File: src/rtl/core/jsu_pkg.sv
// jsu_pkg: item types, status codes, decoder state and helpers for the
// json string unescaper; used by jsu_decode and json_string_unescape_utf8.
// no dependencies.
package jsu_pkg;

    typedef struct packed {
        logic [7:0] in_byte;
        logic       source_end;
    } src_item_t;

    typedef struct packed {
        logic [7:0] out_byte;
        logic [2:0] status;
        logic       last;
    } res_item_t;

    localparam logic [2:0] ST_DATA   = 3'd0;
    localparam logic [2:0] ST_END    = 3'd1;
    localparam logic [2:0] ST_CTRL   = 3'd2;
    localparam logic [2:0] ST_BADESC = 3'd3;
    localparam logic [2:0] ST_BADHEX = 3'd4;
    localparam logic [2:0] ST_UNTERM = 3'd5;
    localparam logic [2:0] ST_ESCEND = 3'd6;

    localparam int MaxResults = 3;

    typedef enum logic [2:0] {
        MODE_BODY = 3'b001,
        MODE_ESC  = 3'b010,
        MODE_HEX  = 3'b100
    } mode_t;

    typedef struct packed {
        mode_t       mode;
        logic [1:0]  hex_seen;
        logic [11:0] code;
    } dec_state_t;

    typedef struct packed {
        logic [1:0]                     count;
        res_item_t [MaxResults-1:0]     res;
        dec_state_t                     state;
    } dec_out_t;

    // bit 4 set when the byte is not a hex digit
    function automatic logic [4:0] hex_value(input logic [7:0] c);
        logic [4:0] v;
        v = 5'h10;
        if (c >= 8'h30 && c <= 8'h39) v = {1'b0, c[3:0]};
        else if ((c >= 8'h61 && c <= 8'h66) || (c >= 8'h41 && c <= 8'h46))
            v = {1'b0, c[3:0] + 4'd9};
        return v;
    endfunction

endpackage

File: src/rtl/core/jsu_decode.sv
// jsu_decode: one source item against the current decoder state gives
// up to three result items and the next state. uses jsu_pkg.
module jsu_decode (
    input  jsu_pkg::src_item_t  item,
    input  jsu_pkg::dec_state_t state,
    output jsu_pkg::dec_out_t   dec
);
    import jsu_pkg::*;

    localparam dec_state_t StateClear = '{mode: MODE_BODY, hex_seen: 2'd0, code: 12'd0};

    logic [4:0]  hv;
    logic [15:0] code;

    assign hv   = hex_value(item.in_byte);
    assign code = {state.code, hv[3:0]};

    function automatic res_item_t mk(input logic [7:0] b, input logic [2:0] st,
                                     input logic l);
        res_item_t r;
        r.out_byte = b;
        r.status   = st;
        r.last     = l;
        return r;
    endfunction

    always_comb
    begin
        dec.count = 2'd1;
        dec.res   = '0;
        dec.state = StateClear;
        if (item.source_end)
        begin
            if (state.mode == MODE_ESC || state.mode == MODE_HEX)
                dec.res[0] = mk(8'h00, ST_ESCEND, 1'b1);
            else
                dec.res[0] = mk(8'h00, ST_UNTERM, 1'b1);
        end
        else
        begin
            unique case (state.mode)
                MODE_ESC:
                begin
                    case (item.in_byte)
                        8'h22, 8'h5C, 8'h2F: dec.res[0] = mk(item.in_byte, ST_DATA, 1'b1);
                        8'h62: dec.res[0] = mk(8'h08, ST_DATA, 1'b1);
                        8'h66: dec.res[0] = mk(8'h0C, ST_DATA, 1'b1);
                        8'h6E: dec.res[0] = mk(8'h0A, ST_DATA, 1'b1);
                        8'h72: dec.res[0] = mk(8'h0D, ST_DATA, 1'b1);
                        8'h74: dec.res[0] = mk(8'h09, ST_DATA, 1'b1);
                        8'h75:
                        begin
                            dec.count      = 2'd0;
                            dec.state.mode = MODE_HEX;
                        end
                        default: dec.res[0] = mk(8'h00, ST_BADESC, 1'b1);
                    endcase
                end
                MODE_HEX:
                begin
                    if (hv[4])
                        dec.res[0] = mk(8'h00, ST_BADHEX, 1'b1);
                    else if (state.hex_seen != 2'd3)
                    begin
                        dec.count          = 2'd0;
                        dec.state.mode     = MODE_HEX;
                        dec.state.hex_seen = state.hex_seen + 2'd1;
                        dec.state.code     = code[11:0];
                    end
                    else if (code <= 16'h007F)
                        dec.res[0] = mk(code[7:0], ST_DATA, 1'b1);
                    else if (code <= 16'h07FF)
                    begin
                        dec.count  = 2'd2;
                        dec.res[0] = mk(8'hC0 | {3'b000, code[10:6]}, ST_DATA, 1'b0);
                        dec.res[1] = mk(8'h80 | {2'b00, code[5:0]}, ST_DATA, 1'b1);
                    end
                    else
                    begin
                        dec.count  = 2'd3;
                        dec.res[0] = mk(8'hE0 | {4'h0, code[15:12]}, ST_DATA, 1'b0);
                        dec.res[1] = mk(8'h80 | {2'b00, code[11:6]}, ST_DATA, 1'b0);
                        dec.res[2] = mk(8'h80 | {2'b00, code[5:0]}, ST_DATA, 1'b1);
                    end
                end
                default:
                begin
                    if (item.in_byte == 8'h22)
                        dec.res[0] = mk(8'h00, ST_END, 1'b1);
                    else if (item.in_byte < 8'h20)
                        dec.res[0] = mk(8'h00, ST_CTRL, 1'b1);
                    else if (item.in_byte == 8'h5C)
                    begin
                        dec.count      = 2'd0;
                        dec.state.mode = MODE_ESC;
                    end
                    else
                        dec.res[0] = mk(item.in_byte, ST_DATA, 1'b1);
                end
            endcase
        end
    end

endmodule

File: src/rtl/core/json_string_unescape_utf8.sv
// json_string_unescape_utf8: top level of the json string unescaper with
// utf-8 output. uses jsu_pkg and jsu_decode.
//
// usage
//   src channel: one source item per accepted handshake, a string body
//   byte or a source-end marker. res channel: result items (decoded byte
//   or a status code), last set on the final item caused by one source item.
//   both channels move an item at an edge where valid is high and stall low.
// decode and flow
//   an item is decoded in the cycle it is accepted and its first result
//   shows on res in the next cycle. one source item per cycle is taken while
//   each gives at most one result and res is not stalled; a \u escape that
//   ends in two or three utf-8 bytes holds src until the single result port
//   has drained the three-entry result buffer. backslash and hex digits give
//   no result and do not hold src.
// reset
//   rst_n low clears the decoder to the string body state and empties the
//   result buffer.
// stall
//   while res is stalled the buffered results hold; src is stalled until
//   the last buffered result is taken, and may be taken in that same cycle.
module json_string_unescape_utf8 (
    input  logic                clk,
    input  logic                rst_n,
    input  logic                src_valid,
    output logic                src_stall,
    input  jsu_pkg::src_item_t  src_item,
    output logic                res_valid,
    input  logic                res_stall,
    output jsu_pkg::res_item_t  res_item
);
    import jsu_pkg::*;

    dec_state_t                 state_reg, state_next;
    logic [1:0]                 cnt_reg, cnt_next;
    res_item_t [MaxResults-1:0] buf_reg, buf_next;
    dec_out_t                   dec;
    logic                       take, accept;

    jsu_decode u_decode (
        .item  (src_item),
        .state (state_reg),
        .dec   (dec)
    );

    assign res_valid = (cnt_reg != 2'd0);
    assign res_item  = buf_reg[0];
    assign take      = res_valid && !res_stall;
    assign src_stall = res_valid && !(take && cnt_reg == 2'd1);
    assign accept    = src_valid && !src_stall;

    always_comb
    begin
        state_next = state_reg;
        cnt_next   = cnt_reg;
        buf_next   = buf_reg;
        if (accept)
        begin
            state_next = dec.state;
            cnt_next   = dec.count;
            buf_next   = dec.res;
        end
        else if (take)
        begin
            // shift the next buffered item to the head
            cnt_next = cnt_reg - 2'd1;
            buf_next = {res_item_t'('0), buf_reg[MaxResults-1:1]};
        end
    end

    always_ff @(posedge clk or negedge rst_n)
    begin
        if (!rst_n)
        begin
            state_reg <= '{mode: MODE_BODY, hex_seen: 2'd0, code: 12'd0};
            cnt_reg   <= 2'd0;
        end
        else
        begin
            state_reg <= state_next;
            cnt_reg   <= cnt_next;
        end
    end

    always_ff @(posedge clk)
    begin
        buf_reg <= buf_next;
    end

    a_stall_only_when_busy: assert property (@(posedge clk) disable iff (!rst_n)
        src_stall |-> res_valid)
        else $error("src stalled with an empty result buffer");

    a_last_at_tail: assert property (@(posedge clk) disable iff (!rst_n)
        res_valid && res_item.last |-> cnt_reg == 2'd1)
        else $error("last item is not the final buffered result");

    a_not_last_has_more: assert property (@(posedge clk) disable iff (!rst_n)
        res_valid && !res_item.last |-> cnt_reg > 2'd1)
        else $error("result without last has nothing after it");

    a_drain_continues: assert property (@(posedge clk) disable iff (!rst_n)
        take && cnt_reg > 2'd1 |=> res_valid)
        else $error("buffered results lost while draining");

    a_error_clears: assert property (@(posedge clk) disable iff (!rst_n)
        accept && dec.count == 2'd1 && dec.res[0].status != ST_DATA
        |=> state_reg.mode == MODE_BODY && state_reg.hex_seen == 2'd0)
        else $error("decoder state not cleared after end or error");

endmodule

File: config.mk
export PLATFORM = sky130hd
export DESIGN_NAME = json_string_unescape_utf8
export DESIGN_NICKNAME = d
export VERILOG_FILES = /design/src/rtl/core/jsu_pkg.sv /design/src/rtl/core/jsu_decode.sv /design/src/rtl/core/json_string_unescape_utf8.sv
export SDC_FILE = /design/constraint.sdc
export NUM_CORES = 1
export LEC_CHECK = 0
export ABC_CLOCK_PERIOD_IN_PS = 2000
export BUFFER_PORTS_ARGS = -buffer_cell sky130_fd_sc_hd__buf_4
export CORE_MARGIN = 8
export CORE_UTILIZATION = 47
export CTS_BUF_LIST = sky130_fd_sc_hd__clkbuf_4
export CTS_CLUSTER_SIZE = 20
export DETAILED_ROUTE_END_ITERATION = 8
export PLACE_DENSITY = 0.65
export SYNTH_ARGS = -nofsm -noshare
export SYNTH_HDL_FRONTEND = slang
export SYNTH_SLANG_ARGS = --single-unit
File: constraint.sdc
create_clock -name clk -period 2 [get_ports clk]
set_input_delay 0.3 -clock clk [delete_from_list [all_inputs] [get_ports clk]]
set_output_delay 0.3 -clock clk [all_outputs]
set_load 0.01 [all_outputs]
== Word level (Yosys, flattened, before mapping) ==
Cells that the tools add are included.
Storage, ports and cells
  input bits: 13
  register bits: 55
Cells by class
  $lt $le $gt $ge: 9
  equality and inequality tests: 13
  reduce and logical (&&, ||, !) cells: 15
  $add $sub $neg: 3
  mux-type cells: 46
Operators with widths (number)
  26-bit two-way mux: 7
  24-bit two-way mux: 6
  36-bit two-way mux: 3
  12-bit two-way mux: 7
  12-bit case mux with 7 select lines: 1
  8-bit by 7-bit == test with 1-bit output (second input constant): 7
  17-bit two-way mux: 3
  15-bit case mux with 2 select lines: 1
  22-bit two-way mux: 1
  8-bit by 6-bit == test with 1-bit output (second input constant): 2
  8-bit by 7-bit greater-or-equal comparator with 1-bit output (second input constant): 2
  16-bit by 11-bit less-or-equal comparator with 1-bit output (second input constant): 1
  16-bit by 7-bit less-or-equal comparator with 1-bit output (second input constant): 1
  8-bit by 7-bit less-or-equal comparator with 1-bit output (second input constant): 2
  14-bit two-way mux: 1
  2-bit two-way mux: 6
  3-bit two-way mux: 4
  5-bit two-way mux: 2
  8-bit by 6-bit greater-or-equal comparator with 1-bit output (second input constant): 1
  8-bit by 6-bit less-or-equal comparator with 1-bit output (second input constant): 1
  8-bit by 6-bit < comparator with 1-bit output (second input constant): 1
  1-bit logical AND: 7
  4-bit adder (second input constant): 1
  2-bit case mux with 2 select lines: 1
  other kinds (11): 17

== Logic depth before layout (Yosys ltp) ==
Gate-level depths: netlist of the first run.
  depth after elaboration: 22
  depth in mapped cells: 8
  mapped depth without buffers: 8

== By module ==
From an unflattened synthesis of the first run, not the netlist that was laid out.
Unflattened totals
  cells, all modules: 345
  area total of the unflattened synthesis: 3797.4 um^2
By module, submodules not included
  json_string_unescape_utf8: area each 2524.9 um^2, times used 1, cells an instance 141, sequential area each 1557.7 um^2
  jsu_decode: area each 1272.5 um^2, times used 1, cells an instance 204, sequential area each 0.0 um^2

== Worst setup path after synthesis of the first run ==
OpenSTA, ideal clock, no wires.
  kind: input to register
  start: input src_item[1] in the netlist's numbering
  end: register buf_reg, in the netlist res_item[9], data pin
  path slack: 0.006 ns
  data required time: 1.744 ns
  buffers on the path: 0
  arrival: 1.738 ns
  library setup time: 0.256 ns
  cell stages on the path: 7
  cells stage by stage: inv_1 > ha_1 > or3b_2 > or2_2 > a21oi_1 > nor2_1 > a22o_1
RTL lines
  from (decl): line json_string_unescape_utf8.sv:27  | input jsu_pkg::src_item_t src_item,
  to (signal assigned): line json_string_unescape_utf8.sv:87  | buf_reg <= buf_next;
  to (decl): line json_string_unescape_utf8.sv:36  | res_item_t [MaxResults-1:0] buf_reg, buf_next;

==> metrics.csv, run 1 <==
stage;metric;value;unit
route;Antenna Violating Nets Remaining;0;
grt;vias in the first global route;2688;
worst_setup_path;Critical Path RT;2.26;ns
grt;global-route wire length before repair;13700;um
worst_setup_path;Register-to-Register Setup Slack;-0.003;ns
timing;final worst slack;-0.00347;ns
grt;All-Layer GR Usage;0.196;
floorplan;Core Footprint;0.00620;mm2
route;Initial DRC Count;222;
grt;initial antenna violation count;0;
route;routed len/inst;18.4;um
grt;GRT overflow;0;
clock_tree;CTS buffer count;5;
worst_setup_path;Critical Path End Type;flip-flop;
clock_tree;Worst-Skew Late Latency;0.38;ns
grt;largest net degree at the start of global routing;20;
power;Final Power;3.16;mW
finish;Antenna Cells;0;
timing;Setup violations, final;1;
place;Placer Congestion;0.930;
synthesis;top cell type's share of synthesized area;0.275;
clock_tree;Bufs on Longest Clock Path;2;
synthesis;cell area after synthesis;0.00295;mm2
place;pre-CTS setup slack;-0.232;ns
clock_tree;CTS tree;done;
synthesis;EDFF count, synth;27;
floorplan;initial core utilization;0.476;
power;P_leak;1.65;nW
timing;unrepaired setup endpoints after global routing;yes;
place;hpwl dp;6430;um
synthesis;register area share after synthesis;0.436;
synthesis;ys flop type;edfxtp_1;
synthesis;Syn Nets;314;
timing;Hold WS;0.246;ns
timing;Fin. Hold Viols;0;
route;aggregate routed wire length;8450;um
route;Detailed Routing Iterations Pass 1;5;
synthesis;Async S/R FF share, synth;0.413;
floorplan;row count;29;
synthesis;#FFs+latches synth;46;
floorplan;IO Count;27;
route;Via Count;2732;
timing;relative slew slack;0.554;
synthesis;Synth Warn #;0;
floorplan;die width;95.2;um
route;drt drc;0;
synthesis;Synth area leaders;edfxtp_1, dfrtp_1, a22o_1;
clock_tree;CTS H-tree lvls;2;
power;Max VDD drop;0.604;mV
worst_setup_path;crit path kind;reg -> reg;
run_status;failing checks;negative setup slack;
place;port buffer count;26;
finish;synth-to-layout area growth;30.1;%
run_status;status;complete, but fails checks;
timing;maximum clock frequency;0.499;GHz
synthesis;Cell variety after synth;62;
timing;minimum clock period;2.00;ns
power;PD cells;822;mW/mm2
timing;skew final;0.0144;ns
floorplan;Vert. Die Dim;95.2;um
clock_tree;clock transition at the registers of the reported paths;0.15;ns
flow_run;max_cap viols;0;
worst_setup_path;CP arrival;2.26;ns
synthesis;synthesized instance count;294;
synthesis;cell taking the most area after synthesis;edfxtp_1;
clock_tree;CTS sink count;46;
worst_setup_path;Startpoint Class;flip-flop;
floorplan;die area;0.00907;mm2
finish;ratio of cells with drive above 1 in the final layout;0.379;
timing;Slew Limit Fails;0;
synthesis;synthesized area per cell;10.0;um2
finish;Nets;402;
timing;Tcrit/Tclk final;1.00;
clock_tree;root buf cell;clkbuf_4;
worst_setup_path;worst-path maximum fanout;5;
timing;Worst Max-Slew Pin Slew;0.662;ns
worst_hold_path;HP Class;in -> reg;
route;number of vias per cell;5.94;
finish;max FFs per register;17;
==> cells by family (layout without fill, tap and decap cells) <==
family	after synthesis	in the layout	share of synthesized area
adder cells (fa/ha/maj)	7	7	0.0297
AO/OA/AOI/OAI	105	105	0.253
AND/OR/NAND/NOR	89	89	0.180
buffers and inverters	39	128	0.0738
XOR/XNOR	2	2	0.00594
flip-flops	46	46	0.436
multiplexers	6	6	0.0216
==> report_power, final <==
group / internal (mW) / switching (mW)
clock: 0.277 / 0.324
sequential: 1.34 / 0.108
combinational: 0.519 / 0.590
total: 2.14 / 1.02
==> final timing paths <==
| kind | from | end | cells after the start |
|---|---|---|---|
| setup / recovery | state_reg[4] | res_item[4] | 6 |
| hold / removal | src_item[0] | res_item[3] | 3 |
| setup reg to reg | state_reg[4] | res_item[4] | 6 |
| hold reg to reg | state_reg[13] | state_reg[13] | 1 |
| max in group asynchronous | rst_n | state_reg[14] | 2 |
| min in group asynchronous | rst_n | state_reg[8] | 2 |
==> cell usage in the layout, fill, tap and decap left out, types with 4 or more instances in the layout <==
master and n:
a21oi_1 23, clkbuf_4 6, a22o_1 16, edfxtp_1 27, o21a_1 4, nand2b_1 8, o21ai_0 13, nor2_1 20
inv_1 12, dfrtp_1 18, nand3_1 6, nand2_1 16, ha_1 7, buf_4 105, and2_1 7, o211ai_1 5
a221oi_1 4
==> cell type report <==
class	count	area, um2
tap	77	96.3
multi-input combinational	209	1510
clock buffer	6	45.0
fill	534	2360
sequential	46	1290
timing repair buffer	107	818
inverter	13	48.8
clock inverter	2	37.5
==> what timing repair did <==
action | CTS | global route
buffers inserted | 2 | 6
endpoints found under the hold margin | 18 | 0
hold buffers | 1 | 0
resized for setup | 4 | 11
setup endpoints to repair | 7 | 35
pin swaps | 4 | 2
==> critical path, stage by stage (launching register included) <==
cell	delay, ns
dfrtp_1	0.42
or4_4	0.55
nor3_4	0.27
buf_4	0.16
a211oi_1	0.05
a211oi_2	0.27
o31a_1	0.17
==> per-stage QoR <==
step | instance area [um2] | util | cells | setup TNS [ns]
final | 3840 | 0.619 | 460 | -0.00347
after global routing | 3840 | 0.619 | 460 | -0.150
after CTS | 3750 | 0.605 | 454 | -0.00886
after detailed placement | 3630 | 0.585 | 443 | -4.25
after global placement | 3630 | 0.585 | 443 | -2.06
after floorplan | 2950 | - | 294 | 0
==> synth_stat cells (3+ instances only) <==
cell type	count
edfxtp_1	27
a31oi_1	3
o21a_1	4
nand2_1	16
mux2i_1	3
buf_6	3
o21ai_0	15
and2_1	7
a32oi_1	3
nor2b_1	4
buf_4	12
nor3_1	3
ha_1	7
inv_1	13
nand3_1	7
nand2b_1	8
a22o_1	16
a21o_1	3
a21oi_1	26
a221oi_1	4
buf_2	3
o211ai_1	5
dfrtp_1	18
nor2_1	21
clkbuf_1	6
mux2_2	3
==> routing by layer <==
metal  wire, um  share of wire  global-route usage  vias up
met3        571          0.068              0.0433       17
met4        193          0.023              0.0754        0
li1           -              -                   -     1279
met5          0              0                   0        -
met2       4040           0.48               0.321      110
met1       3640           0.43               0.245     1326
(Power assumes the default switching activity.)
==> inputs of run 2 (changes only) <==
--- a/config.mk
+++ b/config.mk
@@ -14,4 +14,5 @@
 export DETAILED_ROUTE_END_ITERATION = 8
 export PLACE_DENSITY = 0.65
+export REMOVE_ABC_BUFFERS = 1
 export SYNTH_ARGS = -nofsm -noshare
 export SYNTH_HDL_FRONTEND = slang
==> constraint.sdc (replaced) <==
create_clock -name clk -period 2 [get_ports clk]
set_input_delay 0.2 -clock clk [delete_from_list [all_inputs] [get_ports clk]]
set_output_delay 0.2 -clock clk [all_outputs]
set_load 0.01 [all_outputs]
==> run 2 against run 1 <==
The run now ends clean. Sequential share of layout area grew 1.7 points. First-iteration DRC count is 6.3% lower. Register-to-register slack gained 0.02 ns. Total power shrank 5.2%. Non-clock buffer count fell by 24. Critical path type unchanged. Critical endpoint is now res_item[0].
==> metrics.csv, run 2 (synthesized netlist as in run 1, its figures left out) <==
stage;metric;value;unit;change
run_status;status;finished clean;;
floorplan;die width;95.2;um;unchanged
clock_tree;root buf cell;clkbuf_4;;
route;Antenna Violating Nets Remaining;0;;unchanged
timing;Worst Max-Slew Pin Slew;0.541;ns;-0.121 ns
timing;Fin. Hold Viols;0;;unchanged
route;Initial DRC Count;208;;-6.3%
worst_setup_path;worst-path maximum fanout;4;;-1
power;P_leak;1.54;nW;-6.7%
floorplan;row count;29;;unchanged
clock_tree;Bufs on Longest Clock Path;2;;unchanged
finish;most frequent cells in the layout;buf_4, edfxtp_1, a21oi_1;;
worst_setup_path;Critical Path RT;2.19;ns;-0.07 ns
floorplan;IO Count;27;;unchanged
timing;minimum clock period;1.98;ns;-0.0209 ns
timing;Setup violations, final;0;;-1
place;port buffer count;26;;unchanged
grt;GRT overflow;0;;unchanged
clock_tree;Worst-Skew Late Latency;0.37;ns;about the same
timing;relative slew slack;0.637;;+0.0823
worst_hold_path;hold-critical path depth;3;;unchanged
route;Max Used Layer;met4;;
power;PD cells;819;mW/mm2;-0.34%
route;drt drc;0;;unchanged
route;WL met2;3930;um;-2.7%
timing;Tcrit/Tclk final;0.991;;-0.0104
route;Detailed Routing Iterations Pass 1;5;;unchanged
timing;skew final;0.0142;ns;-0.000218 ns
timing;Setup TNS Final;0;ns;+0.00347 ns
place;Placer Congestion;0.974;;+4.7%
finish;Antenna Cells;0;;unchanged
grt;largest net degree at the start of global routing;25;;+25%
finish;max FFs per register;17;;unchanged
grt;initial antenna violation count;0;;unchanged
power;Max VDD drop;0.512;mV;-15%
finish;ratio of cells with drive above 1 in the final layout;0.340;;-0.0388
grt;vias in the first global route;2433;;-9.5%
flow_run;max_cap viols;0;;unchanged
worst_hold_path;HP Class;in -> reg;;
timing;maximum clock frequency;0.504;GHz;+1.1%
place;hpwl dp;6020;um;-6.3%
timing;final worst slack;0.0174;ns;+0.0209 ns
route;number of vias per cell;5.93;;-0.13%
route;Via Count;2586;;-5.3%
floorplan;Vert. Die Dim;95.2;um;unchanged
floorplan;die area;0.00907;mm2;unchanged
route;met3 wire length;538;um;-5.8%
timing;Slew Limit Fails;0;;unchanged
finish;post-route insts no fill;436;;-5.2%
floorplan;initial core utilization;0.476;;unchanged
clock_tree;clock transition at the registers of the reported paths;0.13;ns;-0.02 ns
worst_setup_path;Startpoint Class;flip-flop;;
grt;All-Layer GR Usage;0.181;;-0.0141
route;aggregate routed wire length;8070;um;-4.5%
clock_tree;CTS H-tree lvls;2;;unchanged
route;routed len/inst;18.5;um;+0.73%
clock_tree;CTS tree;done;;
clock_tree;CTS sink count;46;;unchanged
finish;post-route cell area;0.00365;mm2;-4.9%
worst_setup_path;crit path kind;reg -> reg;;
route;Metal-1 WL;3440;um;-5.6%
finish;leading cell type in the layout, fill and taps excluded;buf_4;;
finish;synth-to-layout area growth;23.8;%;
worst_setup_path;Critical Path End Type;flip-flop;;
place;area post-placement;0.00349;mm2;-4.0%
place;pre-CTS setup slack;-0.102;ns;+0.131 ns
worst_setup_path;reg2reg path depth;6;;unchanged
power;Final Power;2.99;mW;-5.2%
floorplan;Core Footprint;0.00620;mm2;unchanged
finish;Nets;378;;-6.0%
place;placed cells;422;;-4.7%
timing;unrepaired setup endpoints after global routing;yes;;
clock_tree;CTS buffer count;5;;unchanged
grt;global-route wire length before repair;12700;um;-6.9%
worst_setup_path;CP arrival;2.17;ns;-0.09 ns
==> run 2: cell count changes in the layout (fill, tap and decap cells not counted), sizes merged <==
cell and delta:
buf -24, bufinv -1, clkinv +1
==> run 2: where the power goes <==
| part | leakage [nW] | internal [mW] | switching, mW |
|---|---|---|---|
| Clock | 0.0318 | 0.151 | 0.311 |
| Combinational | 0.983 | 0.522 | 0.587 |
| Sequential | 0.529 | 1.34 | 0.0864 |
==> run 2: worst paths after layout <==
kind / from / slack, ns / to
worst max-delay path: state_reg[3] / 0.02 / res_item[0]
worst min-delay path: src_item[0] / 0.15 / res_item[3]
worst max register to register: state_reg[3] / 0.02 / res_item[0]
worst min register to register: state_reg[15] / 0.54 / state_reg[15]
max in group asynchronous: rst_n / 1.50 / state_reg[14]
min in group asynchronous: rst_n / 0.22 / state_reg[4]
==> run 2: timing repair <==
item	CTS	global route
setup endpoints to repair	4	14
pin swaps	1	8
hold endpoints to repair	19	0
hold buffers	1	0
resized for setup	4	15
buffers inserted	0	5
==> run 2: worst max-delay path, stage by stage (launching register included) <==
cell,delay (ns)
dfrtp_1,0.41
or4_4,0.56
nor3_4,0.27
buf_4,0.15
and2_4,0.13
o21ai_2,0.05
a32oi_1,0.24
==> run 2: layer usage <==
metal / up-vias / GRT usage
met1: 1239 / 0.234
met5: - / 0
li1: 1231 / -
met4: 0 / 0.0819
met3: 13 / 0.0299
met2: 103 / 0.292
==> run 2: layout make-up <==
cell class / count / area [um2]
clock buffers: 6 / 45.0
fillers: 576 / 2550
repair buffers: 83 / 654
flip-flops and latches: 46 / 1290
clock inverters: 2 / 13.8
multi-input cells: 209 / 1510
well taps: 77 / 96.3
inverters: 13 / 48.8
==> run 2: through the flow <==
step / hold slack (ns) / utilization
floorplan: -0.0956 / -
global placement: 0.0899 / 0.562
detailed placement: 0.0884 / 0.562
CTS: 0.144 / 0.575
global route: 0.155 / 0.589
finish: 0.155 / 0.589
==> inputs of run 3 (changes only) <==
CORE_MARGIN = 3   (was 8)
PLACE_DENSITY = 0.75   (was 0.65)
TNS_END_PERCENT = 30   (was unset)
==> run 3 against run 2 <==
Non-clock buffer count rose by 1. Critical path depth did not move. Die area fell by 20%. Highest routed layer unchanged. Flip-flop and latch count did not move. Clock skew rose by 0.0028 ns. Fmax fell by 0.16%. First-iteration DRC count rose by 31%. Total power rose by 2.8%. Combinational power barely moved. Register-to-register slack barely moved. Cell area rose by 2.3%.
==> metrics.csv, run 3 (synthesized netlist as in run 1, its figures left out) <==
stage;metric;value;unit;change
place;Placer Congestion;0.967;;-0.71%
worst_setup_path;Critical Path RT;2.14;ns;-0.05 ns
route;Detailed Routing Iterations Pass 1;5;;unchanged
power;Flop pwr share;0.462;;-0.013
finish;post-route cell area;0.00374;mm2;+2.3%
worst_setup_path;critical path's slowest cell;or4_4;;
timing;relative slew slack;0.595;;-0.0420
floorplan;die width;85.2;um;-10%
timing;Tcrit/Tclk final;0.993;;+0.00157
route;aggregate routed wire length;8010;um;-0.71%
place;hpwl dp;6060;um;+0.66%
grt;initial antenna violation count;0;;unchanged
worst_setup_path;CP arrival;2.12;ns;-0.05 ns
grt;vias in the first global route;2501;;+2.8%
floorplan;Core Footprint;0.00599;mm2;-3.4%
finish;synth-to-layout area growth;26.6;%;
grt;largest net degree at the start of global routing;27;;+8.0%
timing;Slew Limit Fails;0;;unchanged
worst_setup_path;crit path kind;reg -> reg;;
grt;All-Layer GR Usage;0.224;;+0.0426
power;P_leak;1.57;nW;+1.9%
floorplan;Vert. Die Dim;85.2;um;-10%
power;Cell Int Power;2.10;mW;+4.4%
worst_setup_path;Startpoint Class;flip-flop;;
route;Via Count;2649;;+2.4%
power;switching power;0.982;mW;-0.26%
power;Gate power share;0.352;;-0.018
finish;ratio of cells with drive above 1 in the final layout;0.358;;+0.0185
clock_tree;Bufs on Longest Clock Path;2;;unchanged
worst_setup_path;reg2reg path depth;6;;unchanged
timing;Fin. Hold Viols;0;;unchanged
timing;minimum clock period;1.99;ns;+0.00315 ns
power;Sw Share;0.319;;-0.00993
clock_tree;CTS sink count;46;;unchanged
route;routed len/inst;18.4;um;-0.48%
clock_tree;root buf cell;clkbuf_4;;
timing;skew final;0.0170;ns;+0.00279 ns
route;number of vias per cell;6.09;;+2.7%
route;Initial DRC Count;272;;+31%
power;PD cells;824;mW/mm2;+0.58%
finish;max FFs per register;17;;unchanged
timing;unrepaired setup endpoints after global routing;yes;;
power;Max VDD drop;0.518;mV;+1.3%
clock_tree;clock transition at the registers of the reported paths;0.13;ns;about the same
flow_run;max_cap viols;0;;unchanged
worst_setup_path;Critical Path Max Stage Delay;0.56;ns;about the same
finish;leading cell type in the layout, fill and taps excluded;buf_4;;
finish;Antenna Cells;0;;unchanged
grt;GRT overflow;0;;unchanged
clock_tree;CTS H-tree lvls;2;;unchanged
timing;Worst Max-Slew Pin Slew;0.602;ns;+0.0616 ns
clock_tree;CTS tree;done;;
floorplan;row count;28;;-3.4%
worst_hold_path;HP Class;in -> reg;;
power;clock share of power;0.186;;+0.032
worst_setup_path;worst-path maximum fanout;6;;+2
run_status;status;finished clean;;
worst_setup_path;worst-path cell chain;or4_4, nor3_4, nor2_2, nand3_2, o21ai_0, buf_4;;
route;drt drc;0;;unchanged
timing;maximum clock frequency;0.504;GHz;-0.16%
clock_tree;CTS buffer count;5;;unchanged
floorplan;IO Count;27;;unchanged
clock_tree;Worst-Skew Late Latency;0.38;ns;about the same
worst_hold_path;hold-critical path depth;3;;unchanged
power;Final Power;3.08;mW;+2.8%
finish;post-route insts no fill;435;;-0.23%
place;area post-placement;0.00349;mm2;+0.14%
route;Antenna Violating Nets Remaining;0;;unchanged
place;placed cells;421;;-0.24%
floorplan;die area;0.00727;mm2;-20%
worst_setup_path;Critical Path End Type;flip-flop;;
finish;Layout Utilization;0.624;;+0.0348
place;port buffer count;26;;unchanged
floorplan;initial core utilization;0.493;;+0.0170
finish;Nets;379;;+0.26%
grt;global-route wire length before repair;12800;um;+0.33%
timing;Setup violations, final;0;;unchanged
finish;most frequent cells in the layout;buf_4, edfxtp_1, a21oi_1;;
finish;fillers;497;;-14%
==> run 3: cell count changes in the layout (fill, tap and decap cells not counted), sizes merged <==
| cell | before | now |
|---|---|---|
| clkinvlp | 1 | 0 |
| clkbuf | 6 | 5 |
| inv | 13 | 14 |
| buf | 82 | 83 |
| bufinv | 0 | 1 |
==> run 3: final timing paths <==
check	startpoint	endpoint	slack [ns]
max in group asynchronous	rst_n	state_reg[14]	1.52
hold / removal	src_item[0]	res_item[3]	0.16
setup reg to reg	state_reg[3]	buf_reg[12]	0.01
hold reg to reg	state_reg[15]	state_reg[15]	0.54
setup / recovery	state_reg[3]	buf_reg[12]	0.01
min in group asynchronous	rst_n	state_reg[8]	0.21
==> run 3: layout make-up <==
class | instances | area (um2) | area share
multi-input combinational | 209 | 1560 | 0.417
clock inverter | 3 | 43.8 | 0.0117
sequential | 46 | 1290 | 0.345
inverter | 13 | 48.8 | 0.0131
clock buffer | 5 | 37.5 | 0.0100
timing repair buffer | 84 | 666 | 0.178
tap | 75 | 93.8 | 0.0251
==> run 3: timing repair <==
item / in CTS / in global routing
endpoints found under the hold margin: 19 / 0
pin swaps: 2 / 12
endpoints found under the setup margin: 7 / 33
hold buffers: 1 / 0
setup buffers: 1 / 5
resized for setup: 3 / 24
==> run 3: worst max-delay path: cells and delay by family (launching register included) <==
kind / cells / cell delay, ns
AND/OR/NAND/NOR: 4 / 1.09
flip-flops: 1 / 0.40
buffers and inverters: 1 / 0.15
AO/OA/AOI/OAI: 1 / 0.12
==> run 3: layer usage <==
metal | vias up | part of all wire | GRT usage
met1 | 1287 | 0.42 | 0.287
met4 | 0 | 0.021 | 0.0835
li1 | 1236 | - | -
met5 | - | 0 | 0
met3 | 18 | 0.064 | 0.0398
met2 | 108 | 0.49 | 0.377
==> run 3: metrics by stage <==
stage                     setup TNS [ns]  setup slack (ns)  hold WS, ns
final                                  0            0.0143        0.163
after global routing              -0.886           -0.0945        0.166
after CTS                        -0.0143          -0.00786        0.137
after detailed placement          -0.548            -0.133       0.0894
after global placement            -0.189           -0.0767       0.0874
after floorplan                   -49.79             -1.74      -0.0956
==> run 3: power groups by stage <==
stage	Combinational (mW)	Clock, mW	Sequential (mW)
5_1_grt	1.18	0.631	1.45
3_5_place_dp	1.04	0	1.44
6_report	1.08	0.574	1.42
2_1_floorplan	0.461	0	1.49
4_1_cts	1.05	0.592	1.42
3_3_place_gp	1.02	0	1.43
